<file path="src/rtl/arc_pkg.sv">
// ----------------------------------------------------------------------------
// arc_pkg
// Types and constants shared by the ARP cache resolver modules.
// ----------------------------------------------------------------------------
package arc_pkg;

  typedef enum logic [1:0] {
    KIND_PACKET  = 2'd0,
    KIND_RESOLVE = 2'd1,
    KIND_TICK    = 2'd2
  } kind_e;

  typedef enum logic [1:0] {
    ST_IDLE,
    ST_SCAN,
    ST_UPDATE,
    ST_DONE
  } ctrl_state_e;

  localparam logic [2:0] STATUS_DONE       = 3'd0;
  localparam logic [2:0] STATUS_SHORT      = 3'd1;
  localparam logic [2:0] STATUS_BAD_HW     = 3'd2;
  localparam logic [2:0] STATUS_BAD_PROTO  = 3'd3;
  localparam logic [2:0] STATUS_FOUND      = 3'd4;
  localparam logic [2:0] STATUS_INCOMPLETE = 3'd5;

  localparam logic [1:0] SEND_NONE    = 2'd0;
  localparam logic [1:0] SEND_REQUEST = 2'd1;
  localparam logic [1:0] SEND_REPLY   = 2'd2;

  localparam logic [1:0] ES_FREE       = 2'd0;
  localparam logic [1:0] ES_INCOMPLETE = 2'd1;
  localparam logic [1:0] ES_RESOLVED   = 2'd2;
  localparam logic [1:0] ES_STATIC     = 2'd3;

  localparam logic [1:0] CFG_OWN_IP        = 2'd0;
  localparam logic [1:0] CFG_OWN_MAC       = 2'd1;
  localparam logic [1:0] CFG_IP_CONFIGURED = 2'd2;
  localparam logic [1:0] CFG_TIMEOUT       = 2'd3;

  localparam logic [10:0] MIN_FRAME_LEN  = 11'd28;
  localparam logic [15:0] HW_ETHERNET    = 16'h0001;
  localparam logic [15:0] PROTO_IPV4     = 16'h0800;
  localparam logic [7:0]  HW_ADDR_LEN    = 8'd6;
  localparam logic [7:0]  PROTO_ADDR_LEN = 8'd4;
  localparam logic [15:0] OP_REQUEST     = 16'h0001;
  localparam logic [7:0]  TIMEOUT_RESET  = 8'd30;

  typedef struct packed {
    logic [1:0]  state;
    logic [31:0] ip;
    logic [47:0] mac;
    logic [15:0] stamp;
  } entry_t;

  typedef struct packed {
    logic [2:0]  status;
    logic [1:0]  send_kind;
    logic [31:0] send_target_ip;
    logic [47:0] send_target_mac;
    logic [47:0] resolved_mac;
  } result_t;

  // Summary of one pass over the table.
  typedef struct packed {
    logic        hit;
    logic [1:0]  hit_state;
    logic [47:0] hit_mac;
    logic        free_found;
  } scan_info_t;

endpackage

</file>
<file path="src/rtl/arc_if.sv">
// ----------------------------------------------------------------------------
// arc_if
// Valid/ready channels for request words and result words.
// ----------------------------------------------------------------------------
interface arc_in_if;
  logic        valid;
  logic        ready;
  logic [1:0]  kind;
  logic [10:0] frame_length;
  logic [15:0] hw_type;
  logic [15:0] proto_type;
  logic [7:0]  hw_addr_len;
  logic [7:0]  proto_addr_len;
  logic [15:0] opcode;
  logic [47:0] sender_mac;
  logic [31:0] sender_ip;
  logic [31:0] target_ip;
  logic [31:0] resolve_ip;

  modport source (output valid, kind, frame_length, hw_type, proto_type, hw_addr_len,
                  proto_addr_len, opcode, sender_mac, sender_ip, target_ip, resolve_ip,
                  input ready);
  modport sink (input valid, kind, frame_length, hw_type, proto_type, hw_addr_len,
                proto_addr_len, opcode, sender_mac, sender_ip, target_ip, resolve_ip,
                output ready);
endinterface

interface arc_out_if;
  logic        valid;
  logic        ready;
  logic [2:0]  status;
  logic [1:0]  send_kind;
  logic [31:0] send_target_ip;
  logic [47:0] send_target_mac;
  logic [47:0] resolved_mac;

  modport source (output valid, status, send_kind, send_target_ip, send_target_mac,
                  resolved_mac, input ready);
  modport sink (input valid, status, send_kind, send_target_ip, send_target_mac,
                resolved_mac, output ready);
endinterface

</file>
<file path="src/rtl/arc_entry_mem.sv">
// ----------------------------------------------------------------------------
// arc_entry_mem
// Cache table: one synchronous memory plus a valid flop per entry.
// ----------------------------------------------------------------------------
module arc_entry_mem
  import arc_pkg::*;
#(
  parameter int ENTRIES = 32,
  parameter int IDX_W   = 5
) (
  input  logic             clk_i,
  input  logic             rst_ni,
  input  logic             rd_en_i,
  input  logic [IDX_W-1:0] rd_addr_i,
  output entry_t           rd_data_o,
  output logic             rd_valid_o,
  input  logic             wr_en_i,
  input  logic [IDX_W-1:0] wr_addr_i,
  input  entry_t           wr_data_i,
  input  logic             clr_en_i,
  input  logic [IDX_W-1:0] clr_addr_i
);

  entry_t             mem [ENTRIES];
  logic [ENTRIES-1:0] vld_q;
  entry_t             rd_data_q;
  logic               rd_vld_q;

  always_ff @(posedge clk_i) begin
    if (wr_en_i) begin
      mem[wr_addr_i] <= wr_data_i;
    end
    if (rd_en_i) begin
      rd_data_q <= mem[rd_addr_i];
    end
  end

  // A freed or never written entry reads as all zero through its valid bit.
  always_ff @(posedge clk_i or negedge rst_ni) begin
    if (!rst_ni) begin
      vld_q    <= '0;
      rd_vld_q <= 1'b0;
    end else begin
      if (clr_en_i) begin
        vld_q[clr_addr_i] <= 1'b0;
      end
      if (wr_en_i) begin
        vld_q[wr_addr_i] <= 1'b1;
      end
      if (rd_en_i) begin
        rd_vld_q <= vld_q[rd_addr_i];
      end
    end
  end

  assign rd_valid_o = rd_vld_q;
  assign rd_data_o  = rd_vld_q ? rd_data_q : '0;

endmodule

</file>
<file path="src/rtl/arc_scan.sv">
// ----------------------------------------------------------------------------
// arc_scan
// Walks the read data of a table pass: lookup, free slot, oldest slot, expiry.
// ----------------------------------------------------------------------------
module arc_scan
  import arc_pkg::*;
#(
  parameter int IDX_W = 5
) (
  input  logic             clk_i,
  input  logic             rst_ni,
  input  logic             start_i,
  input  logic             dv_i,
  input  logic [IDX_W-1:0] didx_i,
  input  logic             evld_i,
  input  entry_t           entry_i,
  input  logic [31:0]      key_i,
  input  logic [15:0]      now_i,
  input  logic [7:0]       timeout_i,
  input  logic             tick_i,
  output logic             expire_o,
  output scan_info_t       info_o,
  output logic [IDX_W-1:0] hit_idx_o,
  output logic [IDX_W-1:0] slot_idx_o
);

  scan_info_t       info_q, info_d;
  logic [IDX_W-1:0] hit_idx_q, hit_idx_d;
  logic [IDX_W-1:0] free_idx_q, free_idx_d;
  logic [IDX_W-1:0] old_idx_q, old_idx_d;
  logic [15:0]      old_age_q, old_age_d;
  logic [15:0]      age;

  assign age = now_i - entry_i.stamp;

  always_comb begin
    info_d     = info_q;
    hit_idx_d  = hit_idx_q;
    free_idx_d = free_idx_q;
    old_idx_d  = old_idx_q;
    old_age_d  = old_age_q;
    if (start_i) begin
      info_d = '0;
    end else if (dv_i) begin
      if (evld_i) begin
        if (!info_q.hit && entry_i.ip == key_i) begin
          info_d.hit       = 1'b1;
          info_d.hit_state = entry_i.state;
          info_d.hit_mac   = entry_i.mac;
          hit_idx_d        = didx_i;
        end
        // The first entry seeds the search; later ones replace only when strictly older.
        if (didx_i == '0 || age > old_age_q) begin
          old_idx_d = didx_i;
          old_age_d = age;
        end
      end else if (!info_q.free_found) begin
        info_d.free_found = 1'b1;
        free_idx_d        = didx_i;
      end
    end
  end

  always_ff @(posedge clk_i or negedge rst_ni) begin
    if (!rst_ni) begin
      info_q <= '0;
    end else begin
      info_q <= info_d;
    end
  end

  always_ff @(posedge clk_i) begin
    hit_idx_q  <= hit_idx_d;
    free_idx_q <= free_idx_d;
    old_idx_q  <= old_idx_d;
    old_age_q  <= old_age_d;
  end

  assign expire_o = dv_i && tick_i && evld_i &&
                    (entry_i.state == ES_INCOMPLETE || entry_i.state == ES_RESOLVED) &&
                    (age > {8'd0, timeout_i});

  assign info_o     = info_q;
  assign hit_idx_o  = hit_idx_q;
  assign slot_idx_o = info_q.free_found ? free_idx_q : old_idx_q;

endmodule

</file>
<file path="src/rtl/arp_cache_resolver.sv">
// ----------------------------------------------------------------------------
// arp_cache_resolver
// ARP offload cache with oldest-entry eviction and timed aging.
// ----------------------------------------------------------------------------
// Each accepted word is handled alone. A packet that fails the length or type
// checks, or a word of unknown kind, goes straight to the done state with no
// table pass. Every other word makes one pass over the table memory, one entry
// per cycle through its single read port, then an update step; the next word
// is taken once the result sits in the output register. A tick frees expired
// entries during its pass; lookups, learning and eviction write at most one
// entry after the pass.
module arp_cache_resolver
  import arc_pkg::*;
#(
  parameter int ENTRIES = 32
) (
  input  logic        clk_i,
  input  logic        rst_ni,
  input  logic        cfg_we_i,
  input  logic [1:0]  cfg_idx_i,
  input  logic [47:0] cfg_data_i,
  arc_in_if.sink      in_i,
  arc_out_if.source   out_o
);

  localparam int IDX_W = (ENTRIES > 1) ? $clog2(ENTRIES) : 1;
  localparam int CNT_W = $clog2(ENTRIES + 1);

  // Configuration registers.
  logic [31:0] own_ip_q;
  logic [47:0] own_mac_q;
  logic        ip_cfg_q;
  logic [7:0]  timeout_q;

  always_ff @(posedge clk_i or negedge rst_ni) begin
    if (!rst_ni) begin
      own_ip_q  <= '0;
      own_mac_q <= '0;
      ip_cfg_q  <= 1'b0;
      timeout_q <= TIMEOUT_RESET;
    end else if (cfg_we_i) begin
      case (cfg_idx_i)
        CFG_OWN_IP:        own_ip_q  <= cfg_data_i[31:0];
        CFG_OWN_MAC:       own_mac_q <= cfg_data_i;
        CFG_IP_CONFIGURED: ip_cfg_q  <= cfg_data_i[0];
        CFG_TIMEOUT:       timeout_q <= cfg_data_i[7:0];
        default: ;
      endcase
    end
  end

  ctrl_state_e      state_q, state_d;
  logic [CNT_W-1:0] cnt_q, cnt_d;
  logic             dv_q;
  logic [IDX_W-1:0] didx_q;
  logic [15:0]      now_q, now_d;
  logic             out_valid_q, out_valid_d;
  result_t          res_q, res_d;
  result_t          out_q;

  // Captured word.
  logic [1:0]  kind_q;
  logic [15:0] op_q;
  logic [47:0] smac_q;
  logic [31:0] sip_q;
  logic [31:0] tip_q;
  logic [31:0] rip_q;

  logic       accept;
  logic       pkt_ok;
  logic [2:0] pkt_status;
  logic       rd_en;
  logic       last_data;
  logic       out_free;

  entry_t           rd_data;
  logic             rd_valid;
  logic             wr_en;
  logic [IDX_W-1:0] wr_addr;
  entry_t           wr_data;
  logic             expire;
  scan_info_t       info;
  logic [IDX_W-1:0] hit_idx;
  logic [IDX_W-1:0] slot_idx;
  logic [31:0]      key;
  logic             for_us;

  assign accept   = in_i.valid && in_i.ready;
  assign out_free = !out_valid_q || out_o.ready;

  always_comb begin
    pkt_status = STATUS_DONE;
    if (in_i.frame_length < MIN_FRAME_LEN) begin
      pkt_status = STATUS_SHORT;
    end else if (in_i.hw_type != HW_ETHERNET || in_i.hw_addr_len != HW_ADDR_LEN) begin
      pkt_status = STATUS_BAD_HW;
    end else if (in_i.proto_type != PROTO_IPV4 || in_i.proto_addr_len != PROTO_ADDR_LEN) begin
      pkt_status = STATUS_BAD_PROTO;
    end
  end
  assign pkt_ok = (pkt_status == STATUS_DONE);

  assign rd_en     = (state_q == ST_SCAN) && (cnt_q < CNT_W'(ENTRIES));
  assign last_data = dv_q && (didx_q == IDX_W'(ENTRIES - 1));
  assign key       = (kind_q == KIND_RESOLVE) ? rip_q : sip_q;
  assign for_us    = ip_cfg_q && (own_ip_q == tip_q);

  // Next state.
  always_comb begin
    state_d = state_q;
    case (state_q)
      ST_IDLE: begin
        if (accept) begin
          if ((in_i.kind == KIND_PACKET && pkt_ok) || in_i.kind == KIND_RESOLVE ||
              in_i.kind == KIND_TICK) begin
            state_d = ST_SCAN;
          end else begin
            state_d = ST_DONE;
          end
        end
      end
      ST_SCAN: begin
        if (last_data) begin
          state_d = ST_UPDATE;
        end
      end
      ST_UPDATE: state_d = ST_DONE;
      ST_DONE: begin
        if (out_free) begin
          state_d = ST_IDLE;
        end
      end
      default: state_d = ST_IDLE;
    endcase
  end

  // Outputs and datapath.
  always_comb begin
    cnt_d       = cnt_q;
    now_d       = now_q;
    res_d       = res_q;
    out_valid_d = out_valid_q && !out_o.ready;
    wr_en       = 1'b0;
    wr_addr     = slot_idx;
    wr_data     = '0;
    wr_data.stamp = now_q;
    case (state_q)
      ST_IDLE: begin
        cnt_d = '0;
        if (accept) begin
          res_d = '0;
          if (in_i.kind == KIND_PACKET) begin
            res_d.status = pkt_status;
          end
          if (in_i.kind == KIND_TICK) begin
            now_d = now_q + 16'd1;
          end
        end
      end
      ST_SCAN: begin
        if (rd_en) begin
          cnt_d = cnt_q + CNT_W'(1);
        end
      end
      ST_UPDATE: begin
        case (kind_q)
          KIND_PACKET: begin
            wr_data.state = ES_RESOLVED;
            wr_data.ip    = sip_q;
            wr_data.mac   = smac_q;
            if (info.hit) begin
              wr_en   = 1'b1;
              wr_addr = hit_idx;
            end else if (for_us) begin
              wr_en = 1'b1;
            end
            if (for_us && op_q == OP_REQUEST) begin
              res_d.send_kind       = SEND_REPLY;
              res_d.send_target_ip  = sip_q;
              res_d.send_target_mac = smac_q;
            end
          end
          KIND_RESOLVE: begin
            wr_data.state = ES_INCOMPLETE;
            wr_data.ip    = rip_q;
            if (!info.hit || info.hit_state == ES_INCOMPLETE) begin
              wr_en                = !info.hit;
              res_d.status         = STATUS_INCOMPLETE;
              res_d.send_kind      = SEND_REQUEST;
              res_d.send_target_ip = rip_q;
            end else begin
              res_d.status       = STATUS_FOUND;
              res_d.resolved_mac = info.hit_mac;
            end
          end
          default: ;
        endcase
      end
      ST_DONE: begin
        if (out_free) begin
          out_valid_d = 1'b1;
        end
      end
      default: ;
    endcase
  end

  always_ff @(posedge clk_i or negedge rst_ni) begin
    if (!rst_ni) begin
      state_q     <= ST_IDLE;
      cnt_q       <= '0;
      dv_q        <= 1'b0;
      now_q       <= '0;
      out_valid_q <= 1'b0;
    end else begin
      state_q     <= state_d;
      cnt_q       <= cnt_d;
      dv_q        <= rd_en;
      now_q       <= now_d;
      out_valid_q <= out_valid_d;
    end
  end

  always_ff @(posedge clk_i) begin
    res_q  <= res_d;
    didx_q <= cnt_q[IDX_W-1:0];
    if (accept) begin
      kind_q <= in_i.kind;
      op_q   <= in_i.opcode;
      smac_q <= in_i.sender_mac;
      sip_q  <= in_i.sender_ip;
      tip_q  <= in_i.target_ip;
      rip_q  <= in_i.resolve_ip;
    end
    if (state_q == ST_DONE && out_free) begin
      out_q <= res_q;
    end
  end

  arc_entry_mem #(
    .ENTRIES(ENTRIES),
    .IDX_W  (IDX_W)
  ) u_mem (
    .clk_i     (clk_i),
    .rst_ni    (rst_ni),
    .rd_en_i   (rd_en),
    .rd_addr_i (cnt_q[IDX_W-1:0]),
    .rd_data_o (rd_data),
    .rd_valid_o(rd_valid),
    .wr_en_i   (wr_en),
    .wr_addr_i (wr_addr),
    .wr_data_i (wr_data),
    .clr_en_i  (expire),
    .clr_addr_i(didx_q)
  );

  arc_scan #(
    .IDX_W(IDX_W)
  ) u_scan (
    .clk_i     (clk_i),
    .rst_ni    (rst_ni),
    .start_i   (accept),
    .dv_i      (dv_q),
    .didx_i    (didx_q),
    .evld_i    (rd_valid),
    .entry_i   (rd_data),
    .key_i     (key),
    .now_i     (now_q),
    .timeout_i (timeout_q),
    .tick_i    (kind_q == KIND_TICK),
    .expire_o  (expire),
    .info_o    (info),
    .hit_idx_o (hit_idx),
    .slot_idx_o(slot_idx)
  );

  assign in_i.ready            = (state_q == ST_IDLE);
  assign out_o.valid           = out_valid_q;
  assign out_o.status          = out_q.status;
  assign out_o.send_kind       = out_q.send_kind;
  assign out_o.send_target_ip  = out_q.send_target_ip;
  assign out_o.send_target_mac = out_q.send_target_mac;
  assign out_o.resolved_mac    = out_q.resolved_mac;

`ifndef SYNTH
  // A word taken in always leaves the idle state on the next cycle.
  a_accept_leaves_idle: assert property (@(posedge clk_i) disable iff (!rst_ni)
    accept |=> state_q != ST_IDLE)
    else $error("accepted word did not start processing");

  // The table is written only after a full pass, never while it is read.
  a_write_after_scan: assert property (@(posedge clk_i) disable iff (!rst_ni)
    wr_en |-> state_q == ST_UPDATE && !dv_q && !rd_en)
    else $error("table write overlaps a pass");

  // Read data only returns during a pass.
  a_data_in_scan: assert property (@(posedge clk_i) disable iff (!rst_ni)
    dv_q |-> state_q == ST_SCAN)
    else $error("read data outside a pass");

  // Expiry only happens for a tick.
  a_expire_tick: assert property (@(posedge clk_i) disable iff (!rst_ni)
    expire |-> kind_q == KIND_TICK && state_q == ST_SCAN)
    else $error("entry freed outside a tick pass");
`endif

endmodule

</file>
<file path="src/flat_wrapper.sv">
// flat-port wrapper written by rule: the top's interface ports become plain ports
module arp_cache_resolver_flat import arc_pkg::*;
#(
  parameter int ENTRIES = 32
)
  (clk_i, rst_ni, cfg_we_i, cfg_idx_i, cfg_data_i, in_i_valid, in_i_kind, in_i_frame_length, in_i_hw_type, in_i_proto_type, in_i_hw_addr_len, in_i_proto_addr_len, in_i_opcode, in_i_sender_mac, in_i_sender_ip, in_i_target_ip, in_i_resolve_ip, in_i_ready, out_o_valid, out_o_status, out_o_send_kind, out_o_send_target_ip, out_o_send_target_mac, out_o_resolved_mac, out_o_ready);
  arc_in_if in_i_i ();
  arc_out_if out_o_i ();
  input  logic clk_i;
  input  logic rst_ni;
  input  logic cfg_we_i;
  input  logic [1:0] cfg_idx_i;
  input  logic [47:0] cfg_data_i;
  input wire logic [$bits(in_i_i.valid)-1:0] in_i_valid;
  input wire logic [$bits(in_i_i.kind)-1:0] in_i_kind;
  input wire logic [$bits(in_i_i.frame_length)-1:0] in_i_frame_length;
  input wire logic [$bits(in_i_i.hw_type)-1:0] in_i_hw_type;
  input wire logic [$bits(in_i_i.proto_type)-1:0] in_i_proto_type;
  input wire logic [$bits(in_i_i.hw_addr_len)-1:0] in_i_hw_addr_len;
  input wire logic [$bits(in_i_i.proto_addr_len)-1:0] in_i_proto_addr_len;
  input wire logic [$bits(in_i_i.opcode)-1:0] in_i_opcode;
  input wire logic [$bits(in_i_i.sender_mac)-1:0] in_i_sender_mac;
  input wire logic [$bits(in_i_i.sender_ip)-1:0] in_i_sender_ip;
  input wire logic [$bits(in_i_i.target_ip)-1:0] in_i_target_ip;
  input wire logic [$bits(in_i_i.resolve_ip)-1:0] in_i_resolve_ip;
  output wire logic [$bits(in_i_i.ready)-1:0] in_i_ready;
  output wire logic [$bits(out_o_i.valid)-1:0] out_o_valid;
  output wire logic [$bits(out_o_i.status)-1:0] out_o_status;
  output wire logic [$bits(out_o_i.send_kind)-1:0] out_o_send_kind;
  output wire logic [$bits(out_o_i.send_target_ip)-1:0] out_o_send_target_ip;
  output wire logic [$bits(out_o_i.send_target_mac)-1:0] out_o_send_target_mac;
  output wire logic [$bits(out_o_i.resolved_mac)-1:0] out_o_resolved_mac;
  input wire logic [$bits(out_o_i.ready)-1:0] out_o_ready;
  assign in_i_i.valid = in_i_valid;
  assign in_i_i.kind = in_i_kind;
  assign in_i_i.frame_length = in_i_frame_length;
  assign in_i_i.hw_type = in_i_hw_type;
  assign in_i_i.proto_type = in_i_proto_type;
  assign in_i_i.hw_addr_len = in_i_hw_addr_len;
  assign in_i_i.proto_addr_len = in_i_proto_addr_len;
  assign in_i_i.opcode = in_i_opcode;
  assign in_i_i.sender_mac = in_i_sender_mac;
  assign in_i_i.sender_ip = in_i_sender_ip;
  assign in_i_i.target_ip = in_i_target_ip;
  assign in_i_i.resolve_ip = in_i_resolve_ip;
  assign in_i_ready = in_i_i.ready;
  assign out_o_valid = out_o_i.valid;
  assign out_o_status = out_o_i.status;
  assign out_o_send_kind = out_o_i.send_kind;
  assign out_o_send_target_ip = out_o_i.send_target_ip;
  assign out_o_send_target_mac = out_o_i.send_target_mac;
  assign out_o_resolved_mac = out_o_i.resolved_mac;
  assign out_o_i.ready = out_o_ready;
  arp_cache_resolver #(.ENTRIES(ENTRIES)) u_core (.clk_i(clk_i), .rst_ni(rst_ni), .cfg_we_i(cfg_we_i), .cfg_idx_i(cfg_idx_i), .cfg_data_i(cfg_data_i), .in_i(in_i_i), .out_o(out_o_i));
endmodule
</file>
<file path="config.mk">
export PLATFORM = sky130hd
export DESIGN_NAME = arp_cache_resolver_flat
export DESIGN_NICKNAME = d
export VERILOG_FILES = /design/src/rtl/arc_pkg.sv /design/src/rtl/arc_if.sv /design/src/rtl/arc_entry_mem.sv /design/src/rtl/arc_scan.sv /design/src/rtl/arp_cache_resolver.sv /design/src/flat_wrapper.sv
export SDC_FILE = /design/constraint.sdc
export NUM_CORES = 2
export LEC_CHECK = 0
export ABC_CLOCK_PERIOD_IN_PS = 24600
export BUFFER_PORTS_ARGS = -buffer_cell sky130_fd_sc_hd__buf_2
export CAP_MARGIN = 10
export CORE_MARGIN = 4
export CORE_UTILIZATION = 65
export DETAILED_ROUTE_END_ITERATION = 8
export GPL_ROUTABILITY_DRIVEN = 1
export PLACE_DENSITY = 0.83
export SLEW_MARGIN = 20
export SYNTH_ARGS = -nofsm -noshare
export SYNTH_HDL_FRONTEND = slang
export SYNTH_HIERARCHICAL = 1
export SYNTH_SLANG_ARGS = --single-unit
export TNS_END_PERCENT = 50
</file>
<file path="constraint.sdc">
create_clock -name clk_i -period 24.6 [get_ports clk_i]
set_input_delay 1.23 -clock clk_i [delete_from_list [all_inputs] [get_ports clk_i]]
set_output_delay 1.23 -clock clk_i [all_outputs]
set_load 0.03 [all_outputs]
</file>
# After elaboration in Yosys (flattened, before gate mapping)
# Memory sizes are Yosys's and may differ from the RTL's. A register that Yosys moved wholly into a read port is not among the register bits.
# Index checks and enable logic that the tools add are counted.
totals:
  reg_bits: 616
  latchBits: 0
  ramBits: 3136
  romBits: 0
  in_bits: 276
  out_inout_bits: 135
  word_cells: 190
  memories: 1
op_classes:
  n_addsub: 3
  mul: 0
  div_mod_pow: 0
  n_lt_le_gt_ge: 9
  n_eq_ne: 32
  n_shift: 0
  muxes: 52
  bitwise: 6
  reduce_logical: 52
memory_table:
  columns: ["name", "depth", "width", "read_ports", "rd_ports_with_merged_regs", "write_ports", "line", "rtl"]
  rows:
  - ["u_core.u_mem.mem", 32, 98, 1, 1, 1, "arc_entry_mem.sv:24", "entry_t mem [ENTRIES];"]
op_table:
  columns: ["op", "count"]
  rows:
  - ["$pmux W133 S2", 1]
  - ["$mux W48", 4]
  - ["$mux W82", 2]
  - ["$pmux W34 S2", 2]
  - ["$mux W133", 1]
  - ["$mux W52", 2]
  - ["$mux W51", 2]
  - ["$mux W98", 1]
  - ["$mux W32", 3]
  - ["$eq A32 B32 Y1", 2]
  - ["$mux W34", 1]
  - ["$and A32 B32 Y32", 1]
  - ["$not A32 Y32", 1]
  - ["$or A32 B32 Y32", 1]
  - ["$mux W5", 4]
  - ["$reduce_and A4 Y1", 5]
  - ["$lt A5 B6 Y1 const B", 3]
  - ["$add A16 B1 Y16 const B", 1]
  - ["$eq A16 B1 Y1 const B", 1]
  - ["$gt A16 B16 Y1", 1]
  - ["$gt A16 B8 Y1", 1]
  - ["$ne A16 B1 Y1 const B", 1]
  - ["$ne A16 B12 Y1 const B", 1]
  - ["$ne A8 B3 Y1 const B", 2]
  - ["33 further kinds", 110]

# Logic depth before layout (Yosys ltp)
logic_depth:
  depth_word: 12
  depth_mapped: 22
  ltp_nobuf: 19

# Modules after synthesis
# The synthesis kept the hierarchy.
modules_own_cells:
  columns: ["module", "n_inst", "cells_each", "area_per_inst_um2", "seq_area_each_um2"]
  rows:
  - ["arc_entry_mem", 1, 5037, 124041.5, 97938.9]
  - ["arp_cache_resolver", 1, 1015, 18547.8, 14634.0]
  - ["arc_scan", 1, 467, 4907.2, 2232.1]

# Worst setup path after synthesis
# Ideal clock, no wire load.
synth_path:
  path_kind: "input port to flip-flop"
  startpoint: "input port in_i_valid"
  endpoint: "register u_core/res_q[48] in the netlist's numbering (enable)"
  setup_time_ns: 0.471
  arrival_time_ns: 8.132
  required_ns: 24.129
  setup_slack_ns: 15.997
  cell_stages: 4
  path_buffers: 0
  path_cell_list: "and2_1 > a21oi_1 > or2_2 > o22ai_1"
synth_between:
  elab_chain_len: 3
synth_rtl:
  columns: ["element", "line", "rtl"]
  rows:
  - ["start: declaration", "flat_wrapper.sv:14", "input wire logic [$bits(in_i_i.valid)-1:0] in_i_valid;"]
  - ["$logic_and A1 B1 Y1", "arp_cache_resolver.sv:88", "assign accept = in_i.valid && in_i.ready;"]
  - ["$ne A2 B2 Y1 (no source line)", null, null]
  - ["$reduce_and A4 Y1 (no source line)", null, null]
  - ["end signal: assignment", "arp_cache_resolver.sv:225", "res_q <= res_d;"]
  - ["end: declaration", "arp_cache_resolver.sv:58", "result_t res_q, res_d;"]
# No other way between the ends.
# A chain may end at the register's enable or synchronous reset.

# Final worst setup path
layout_path:
  startpoint: "register u_core.state_q[0]"
  endpoint: "memory u_core/u_mem/mem[13][2] in the netlist's numbering (enable)"
layout_between:
  elab_cells_between_ends: 5
  classes_between: "eq/ne (1); mux (4)"
layout_rtl:
  columns: ["element", "line", "rtl"]
  rows:
  - ["start: declaration", "arp_cache_resolver.sv:52", "ctrl_state_e state_q, state_d;"]
  - ["start signal: assignment", "arp_cache_resolver.sv:216", "state_q <= state_d;"]
  - ["$eq A2 B2 Y1", "arp_cache_resolver.sv:147", "case (state_q)"]
  - ["$mux W5", "arp_cache_resolver.sv:147", null]
  - ["net u_core.wr_addr[4]", "arp_cache_resolver.sv:79", "logic [IDX_W-1:0] wr_addr;"]
  - ["end: declaration", "arc_entry_mem.sv:24", null]
# The timed path passes the listed nets, and every way through them passes these cells.

==> reports/qor.yml <==
clock_network:
  cts_root_buffer: "clkbuf_16"
  cts_resized: 0
  cts_made_buffers: 377
  cts_sinks: 3850
  cts.clk_slew.worst_paths_ns: 0.08
  cts_hold_buffers: 0
  cts_htree_levels: 5
  cts_tree: "built"
  clockBufferDepth: 4
  worstSkewPairLatency_ns: 1.01
  post_cts_buffers: 0
place:
  globalplace.congestion: 0.815
  io_buffers: 392
  dp_hpwl_microns: 189000
  placed_cells: 9705
setup_path:
  critPathLaunchType: "flop"
  r2r_slack_ns: 17.61
  r2r_cells: 10
  slowest_stage: "buf_4"
  path_delay_family: "simple AND/OR/NAND/NOR gates"
  timing.rr.end: "u_core/u_mem/mem[13][2]"
  required_ns: 25.16
  critPathCaptureType: "flop"
  r2r-start: "u_core/state_q[0]"
  cp_slowest_stage_delay_ns: 1.04
  crit_buf_inv: 3
  worstSetupPathType: "flop to flop"
  crit_chain: "inv_1 > ha_4 > nand2b_2 > nor2_4 > and2_1 > mux2_1 > nand3b_1 > nor2_4 > buf_4 > buf_4"
  worstPathMaxFanout: 42
  arrival_ns: 7.55
yosys:
  synth.area.top_cells: "edfxtp_1, mux4_2, dfrtp_1"
  syn_area_sq_mm: 0.147
  syn-num-nets: 6841
  synth_top_cell_by_area: "edfxtp_1"
  synth_edf_count: 3693
  avgSynthCellArea_sq_um: 22.6
  yosysUniqueCellTypes: 79
  yosys_register_bits: 3850
  synth_cells: 6519
  synth_top_area_share_pct: 75.2
  synth_flop_cell: "edfxtp_1"
  synthArstFlopShare_pct: 3.95
  seq_area_frac_synth_pct: 77.8
  ys_warn_count: 6
drt:
  drt-initial-drc-count: 15100
  drc: 0
  dr.pass1.iters: 6
  detail_route.wl_per_cell_microns: 42.6
  drtAntennaViolNets: 0
  num_vias: 78700
  viasPerCell: 7.57
  wl_microns: 442000
sta:
  setup_viol: 0
  fmax_ghz: 0.143
  slew_viol_final: 0
  rsz0062_at_grt: "no"
  timing.final.crit_period_ns: 6.99
  finalSetupTns_ns: 0
  max_slew_margin_pct: 12.6
  period_share_pct: 28.4
  fin_skew_ns: 0.108
  worst_pin_slew_ns: 1.31
  hold_viol: 0
cells_and_area:
  multiInputGateArea_sq_mm: 0.0314
  final_common_cell: "edfxtp_1"
  drive_gt1_share_pct: 29.2
  fillers: 10900
  fin_cells: 10400
  regArea_sq_mm: 0.115
  layout_common_cells: "edfxtp_1, mux4_2, buf_2"
  nets: 7417
  area_delta_synth_final_pct: 12.2
die:
  core_area_sq_mm: 0.225
  fp.dieW_microns: 484
  fp-row-count: 174
  fp.dieH_microns: 484
  start_util_pct: 65.5
  boundaryPins: 411
  die_area_sq_mm: 0.235
grt:
  grtUsageTotal_pct: 37.9
  grt_max_degree: 156
  grt_pass1_vias: 80300
  grt_antenna_before_repair: 24
  grt_pass1_wl_microns: 619000
  globalRouteOverflowTotal: 0
power:
  peakVddDrop_mv: 0.0958
  power_density_mw_per_mm2: 110
  leakagePower_nw: 52.7
outcome:
  status: "finished, final reports clean"
min_path:
  hp-class: "input port to asynchronous set/reset pin"
job:
  cap_viol_max_count: 0
==> cells in the mapped netlist, types with 4 or more instances <==
library cell and number:
edfxtp_1 3693, mux4_2 878, and2_1 278, mux2i_1 269
clkbuf_1 180, dfrtp_1 148, nor2_1 121, mux2_2 78
o21ai_0 77, buf_2 69, xnor2_1 62, o221ai_1 52
o22a_1 51, inv_1 50, buf_4 45, ha_1 45
nand2_1 40, a22o_1 34, mux2_4 29, xor2_1 28
nand4_1 25, a21oi_1 24, mux2_1 23, nand3_1 20
buf_1 16, nor2b_1 16, nor4_1 16, a21o_1 12
nand2b_1 11, nand3b_1 11, buf_6 9, nor3_1 9
and3_1 6, nor4b_1 6, or2_2 6, or3b_2 6
dfxtp_1 5, nor4_2 5, o22ai_1 5, a211o_1 4
dfstp_2 4
==> routing by layer <==
layer / track usage (%) / routed length, microns / up-vias
li1: - / - / 28300
met1: 48.7 / 133000 / 39700
met2: 58.7 / 210000 / 8689
met3: 9.92 / 65000 / 1962
met4: 23.6 / 34600 / 18
met5: 0 / 163 / -
==> cell type report <==
cell class	instances	share of cell area, %
flip-flops and latches	3850	69.4
diodes	18	0.0272
well taps	2992	2.26
multi-input cells	2298	18.9
clock buffers	468	6.05
inverters	51	0.120
repair buffers	517	1.98
clock inverters	194	1.26
==> how the worst max path moves through the flow <==
stage               depth (start not counted)                      end  slack, ns         startpoint
floorplan                                   4         u_core/res_q[48]      16.00         in_i_valid
global placement                           10  u_core/u_mem/mem[6][61]      18.51  u_core/state_q[0]
detailed placement                         10  u_core/u_mem/mem[7][61]      18.36  u_core/state_q[0]
CTS                                        10  u_core/u_mem/mem[7][28]      18.00  u_core/state_q[0]
global route                               10  u_core/u_mem/mem[13][2]      17.83  u_core/state_q[0]
finish                                     10  u_core/u_mem/mem[13][2]      17.61  u_core/state_q[0]
==> state kept, by name, summed over array words and instances (netlist names), 32 cells and up <==
name / flops
u_core/out_o.send_target_mac: 48
u_core/sip_q: 32
u_core/u_mem/vld_q: 32
u_core/u_mem/mem: 3136
u_core/tip_q: 32
u_core/out_o.send_target_ip: 32
u_core/own_ip_q: 32
u_core/out_o.resolved_mac: 48
u_core/smac_q: 48
u_core/u_scan/info_o: 52
u_core/rip_q: 32
u_core/res_q: 133
u_core/u_mem/rd_data_q: 98
==> metrics by stage <==
stage / util (%) / total power, W / instance area (sq um) / hold WS [ns] / setup slack (ns)
2_1_floorplan: - / 0.0111 / 147000 / 0.397 / 16.00
3_3_place_gp: 68.0 / 0.0121 / 153000 / 0.403 / 18.51
3_5_place_dp: 68.0 / 0.0122 / 153000 / 0.405 / 18.36
4_1_cts: 73.4 / 0.0182 / 165000 / 0.217 / 18.00
5_1_grt: 73.5 / 0.0188 / 166000 / 0.248 / 17.83
6_report: 73.5 / 0.0183 / 166000 / 0.245 / 17.61
==> power breakdown <==
part | switching (W) | total, W | internal (W)
Sequential | 0.000274 | 0.00818 | 0.00791
Clock | 0.00253 | 0.00586 | 0.00333
Combinational | 0.00255 | 0.00425 | 0.00170
==> worst reg2reg max path: stages, from the launching register on <==
cell,delay [ns]
dfrtp_1,0.43
inv_1,0.18
ha_4,0.39
nand2b_2,0.24
nor2_4,0.72
and2_1,0.43
mux2_1,0.49
nand3b_1,0.54
nor2_4,0.98
buf_4,1.03
buf_4,1.11
==> logic make-up (layout without fill, tap and decap cells) <==
logic type	after synthesis	after routing	synth area share [%]
adders and majority gates	46	46	0.395
AOI/OAI and AO/OA	288	288	1.43
other	0	18	0
muxes	1277	1277	16.3
xor gates and xnor gates	90	90	0.534
and+or+nand+nor	597	597	2.34
buffers and inverters	371	1230	1.17
DFF	3850	3850	77.8
Power figures use the tool's default switching activity.
